**config.mk**
```make
export PLATFORM = sky130hd
export DESIGN_NAME = wmbr_divider
export DESIGN_NICKNAME = d
export VERILOG_FILES = /design/src/hdl/assert_macros.svh /design/src/hdl/wmbr_pkg.sv /design/src/hdl/wmbr_divider.sv
export SDC_FILE = /design/constraint.sdc
export NUM_CORES = 2
export LEC_CHECK = 0
export BUFFER_PORTS_ARGS = -buffer_cell sky130_fd_sc_hd__buf_2
export CAP_MARGIN = 20
export CORE_AREA = 2 2 349 523
export CTS_CLUSTER_DIAMETER = 150
export DETAILED_ROUTE_END_ITERATION = 10
export DIE_AREA = 0 0 351 525
export SETUP_SLACK_MARGIN = 0.3
export SYNTH_ARGS = -nofsm -noshare
export SYNTH_HDL_FRONTEND = slang
export SYNTH_SLANG_ARGS = --single-unit
```
**constraint.sdc**
```tcl
create_clock -name clk -period 25.9 [get_ports clk]
set_input_delay 3.885 -clock clk [delete_from_list [all_inputs] [get_ports clk]]
set_output_delay 3.885 -clock clk [all_outputs]
set_load 0.02 [all_outputs]
```
**src/hdl/assert_macros.svh**
```systemverilog
// Assertion macros shared by the RTL. Synthesis builds define SYNTH to drop them.
`ifndef ASSERT_MACROS_SVH
`define ASSERT_MACROS_SVH

`ifndef SYNTH

// Property checked at every rising edge outside reset.
`define ASSERT_CLK(label, clk, rstn, prop) \
    label: assert property (@(posedge clk) disable iff (!rstn) (prop)) \
        else $error("assertion failed");

// Expression that must never be true outside reset.
`define ASSERT_NEVER(label, clk, rstn, expr) \
    label: assert property (@(posedge clk) disable iff (!rstn) !(expr)) \
        else $error("forbidden condition seen");

`else

`define ASSERT_CLK(label, clk, rstn, prop)
`define ASSERT_NEVER(label, clk, rstn, expr)

`endif

`endif

```
**src/hdl/wmbr_pkg.sv**
```systemverilog
package wmbr_pkg;

    // Pixel count and reflectance widths.
    localparam int COUNT_BITS = 16;
    localparam int FIELD_BITS = 16;
    localparam int REFL_BITS  = 32;
    localparam int PROD_BITS  = FIELD_BITS + REFL_BITS;

    // Divider geometry: one restoring step per quotient bit.
    localparam int DIV_BITS       = 32;
    localparam int DIV_STEPS      = 4;
    localparam int DIV_STAGES     = DIV_BITS / DIV_STEPS;

    // eps = 0.0001 in Q2.30, and 2^46 seen through the top of a 32-bit quotient.
    localparam logic [DIV_BITS:0] EPS_Q30      = 33'd107374;
    localparam logic [DIV_BITS:0] RECIP_REM0   = 33'd16384;

    // Register indexes of the configuration port.
    typedef enum logic [2:0] {
        REG_MODE   = 3'd0,
        REG_GAIN2  = 3'd1,
        REG_GAIN4  = 3'd2,
        REG_GAIN5  = 3'd3,
        REG_GAIN6  = 3'd4,
        REG_THRESH = 3'd5,
        REG_SLOPE  = 3'd6,
        REG_OFFSET = 3'd7
    } cfg_reg_t;

    // Index modes.
    localparam logic MODE_RECIP = 1'b0;
    localparam logic MODE_RATIO = 1'b1;

    typedef struct packed {
        logic                        mode;
        logic [REFL_BITS-1:0]        gain2;
        logic [REFL_BITS-1:0]        gain4;
        logic [REFL_BITS-1:0]        gain5;
        logic [REFL_BITS-1:0]        gain6;
        logic signed [15:0]          thresh;
        logic signed [31:0]          slope;
        logic signed [31:0]          offset;
    } cfg_t;

    // Operands of one long division: upper remainder, low dividend word, divisor.
    typedef struct packed {
        logic [DIV_BITS:0]   rem;
        logic [DIV_BITS-1:0] low;
        logic [DIV_BITS:0]   dvs;
    } div_in_t;

    // Per-pixel flags that travel beside the dividers.
    typedef struct packed {
        logic [REFL_BITS-1:0] r6;
        logic                 nneg;
        logic                 den_zero;
        logic                 r2_zero;
        logic                 ratio_sat;
        logic                 sat;
    } side_t;

    typedef struct packed {
        logic        water;
        logic [31:0] index;
        logic        sat;
    } res_t;

endpackage

```
**src/hdl/wmbr_divider.sv**
```systemverilog
module wmbr_divider (
    input  logic                            clk,
    input  logic                            en,
    input  wmbr_pkg::div_in_t               din,
    output logic [wmbr_pkg::DIV_BITS-1:0]   quo
);
    import wmbr_pkg::*;

    logic [DIV_BITS:0]   rem_reg [DIV_STAGES];
    logic [DIV_BITS-1:0] low_reg [DIV_STAGES];
    logic [DIV_BITS:0]   dvs_reg [DIV_STAGES];
    logic [DIV_BITS-1:0] quo_reg [DIV_STAGES];

    // Each stage retires DIV_STEPS quotient bits by restoring division.
    for (genvar g = 0; g < DIV_STAGES; g++)
    begin : g_stage
        logic [DIV_BITS:0]   rem_in;
        logic [DIV_BITS-1:0] low_in;
        logic [DIV_BITS:0]   dvs_in;
        logic [DIV_BITS-1:0] quo_in;
        logic [DIV_BITS:0]   rem_next;
        logic [DIV_BITS-1:0] low_next;
        logic [DIV_BITS-1:0] quo_next;

        if (g == 0)
        begin : g_first
            assign rem_in = din.rem;
            assign low_in = din.low;
            assign dvs_in = din.dvs;
            assign quo_in = '0;
        end
        else
        begin : g_rest
            assign rem_in = rem_reg[g-1];
            assign low_in = low_reg[g-1];
            assign dvs_in = dvs_reg[g-1];
            assign quo_in = quo_reg[g-1];
        end

        always_comb
        begin : steps
            logic [DIV_BITS+1:0] trial;
            rem_next = rem_in;
            low_next = low_in;
            quo_next = quo_in;
            for (int s = 0; s < DIV_STEPS; s++)
            begin
                trial    = {rem_next, low_next[DIV_BITS-1]};
                low_next = {low_next[DIV_BITS-2:0], 1'b0};
                if (trial >= {1'b0, dvs_in})
                begin
                    rem_next = (DIV_BITS+1)'(trial - {1'b0, dvs_in});
                    quo_next = {quo_next[DIV_BITS-2:0], 1'b1};
                end
                else
                begin
                    rem_next = trial[DIV_BITS:0];
                    quo_next = {quo_next[DIV_BITS-2:0], 1'b0};
                end
            end
        end

        always_ff @(posedge clk)
        begin
            if (en)
            begin
                rem_reg[g] <= rem_next;
                low_reg[g] <= low_next;
                dvs_reg[g] <= dvs_in;
                quo_reg[g] <= quo_next;
            end
        end
    end

    assign quo = quo_reg[DIV_STAGES-1];

endmodule

```
==> flow_summary_export.csv <==
group,metric,value,unit
yosys,syn_nets,11100,
sta,setup_viol,0,
min_path,hold_path_depth,0,
route,drtAntennaViolNets,0,
worst_setup_path,crit_buf_inv,14,
worst_setup_path,r2r-start,"dvs_reg[6][1]",
yosys,synthesis.area,85800,µm²
worst_setup_path,rr_worst_depth,52,
sta,slew_viol_final,0,
global_route,grt.busiest_layer,"met2",
yosys,yosysUniqueCellTypes,99,
yosys,synth-seq-cells,718,
sta,post-route-period-util,77.3,%
die,die_h,525,µm
worst_setup_path,crit_top_cell,"buf_4",
global_route,grt_overflow,0,
sta,skew,0.0526,ns
layout,drive_above_1_share,10.1,%
clock_tree,cts_sinks,718,
worst_setup_path,worst_path_largest_cell_delay,1.02,ns
die,ios,132,
placement,gp_congestion,1.05,
worst_setup_path,worst-setup-path-type,"primary input to register",
min_path,hold_start,"quo_reg[1][88]",
clock_tree,numCtsBuffers,83,
sta,tightest_slew,1.32,ns
route,drt_iter0_markers,4043,
die,dieArea,184000,µm²
layout,areaGrowthSynthToFinish,8.08,%
worst_setup_path,crit_arrival,20.50,ns
sta,slew_headroom,11.6,%
clock_tree,clkTransAtPathRegs,0.06,ns
die,rows,191,
die,fp.dieW,351,µm
worst_setup_path,path_max_fanout,26,
sta,hold_viol,0,
min_path,whs_endpoint,"quo_reg[1][124]",
layout,finalNetCount,11200,
clock_tree,post_cts.repair.setup_buffers,0,
yosys,async_reset_ff_share,0,%
worst_setup_path,ff2ff_setup_slack,7.22,ns
run,drv_cap,0,
clock_tree,cts-root-buf,"clkbuf_16",
yosys,ys.flop_type,"edfxtp_1",
clock_tree,clk_latency,0.76,ns
min_path,hp-class,"register to register",
route,drc,0,
route,dr.pass1.iters,6,
clock_tree,cts_hold_buf,0,
layout,most-common-layout-cells,"1056 x ha_1, 957 x a21oi_1, 719 x nand2_1",
global_route,track_usage,36.8,%
worst_setup_path,end_kind,"register",
die,core-area,180000,µm²
worst_setup_path,startpoint_type,"primary input",
sta,rsz0062_at_grt,"false",
route,totalWireLength,349000,µm
global_route,met2_usage,72.7,%
route,vias,79000,
sta,whs,0.415,ns
layout,nFillCells,17000,
layout,multiInputGateArea,61100,µm²
clock_tree,cts_tree,"yes",
route,viasPerCell,6.32,
yosys,syn_avg_cell_area,8.67,µm²
sta,fmax,0.0500,GHz
yosys,synth_seq_area_share,25.1,%
sta,layout_min_cycle_time,20.01,ns
layout,fin_util,51.5,%
yosys,netlist_instances,9894,
worst_setup_path,required,26.39,ns
clock_tree,htreeDepth,3,
die,initial_core_util,47.7,%
worst_setup_path,critical-path-top-delay-family,"compound AO/OA/AOI/OAI gates",
global_route,grt_max_degree,178,
route,wire_per_inst,27.9,µm
layout,mostFrequentLayoutCell,"ha_1",
global_route,antenna_found_initial,6,
worst_setup_path,r2r_end,"quo_reg[1][96]",
global_route,grt_pass1_wl,500000,µm
yosys,synth_warnings,0,
worst_setup_path,cp_slowest_cell,"nor4_1",
global_route,grt_pass1_vias,82000,
clock_tree,cts_max_path_buffers,3,
global_route,met1_usage,24.9,%
sta,fin_tns_setup,0,ns
yosys,synth-edff-count,718,
outcome,outcome,"finished, final reports clean",
placement,hpwl,293000,µm
clock_tree,ctsResizeCount,0,
placement,io_buffers,131,
global_route,grtUsageMet3,4.95,%
layout,register_area,21600,µm²
## final cells by class
cell class / count / area share (%)
Clock buffer: 92 / 2.28
Timing Repair Buffer: 258 / 1.79
Tap cell: 2412 / 3.26
Sequential cell: 718 / 23.3
Antenna cell: 6 / 0.0162
Multi-Input combinational cell: 8322 / 66.0
Inverter: 636 / 2.58
Clock inverter: 59 / 0.872
## worst max-delay path by stage
stage                  from              to  slack [ns]  cells past startpoint
floorplan           din[64]  rem_reg[0][14]       10.71                     51
global placement     din[1]  rem_reg[0][31]        4.66                     54
detailed placement   din[1]  rem_reg[0][31]        5.31                     54
CTS                  din[1]  rem_reg[0][28]        6.08                     54
global route         din[1]  rem_reg[0][28]        5.59                     54
finish               din[1]  rem_reg[0][28]        5.89                     54
## Yosys cell counts (156+ instances only)
library cell,count,area (µm²)
ha_1,1056,13200
xor2_1,300,2630
nor2_1,639,2400
clkbuf_1,156,586
o21a_1,174,1310
nand2_1,719,2700
o21ai_0,702,3510
a21oi_1,957,4790
inv_1,624,2340
mux2_2,443,4990
xnor2_1,522,4570
edfxtp_1,718,21600
a21o_1,484,3630
nand3_1,189,946
nor3_1,165,826
## logic make-up (layout without fill, tap and decap cells)
kind of cell	count (synthesis)	in the layout	share of synthesized area [%]
AND/OR/NAND/NOR	2526	2526	14.2
flip-flops	718	718	25.1
adder cells (fa/ha/maj)	1087	1087	16.1
AO/OA/AOI/OAI	3331	3331	25.0
multiplexers	556	556	7.30
XOR/XNOR	822	822	8.39
other	0	6	0
buffers and inverters	854	1045	3.81
## routing by layer
metal	wire (µm)	vias up
met5	13	-
met4	55500	2
met3	11000	1455
met2	192000	2384
met1	90900	37700
li1	-	37400
## stage by stage
step,area (µm²),setup slack [ns],std cells
after CTS,92600,6.08,12500
final,92700,5.89,12500
after global routing,92700,5.59,12500
after global placement,89700,4.66,12300
after detailed placement,89700,5.31,12300
after floorplan,85800,10.71,9894
Power is left out: the tool's default activity adds up to more than one toggle a clock period on the data nets, which glitch-free logic cannot reach.
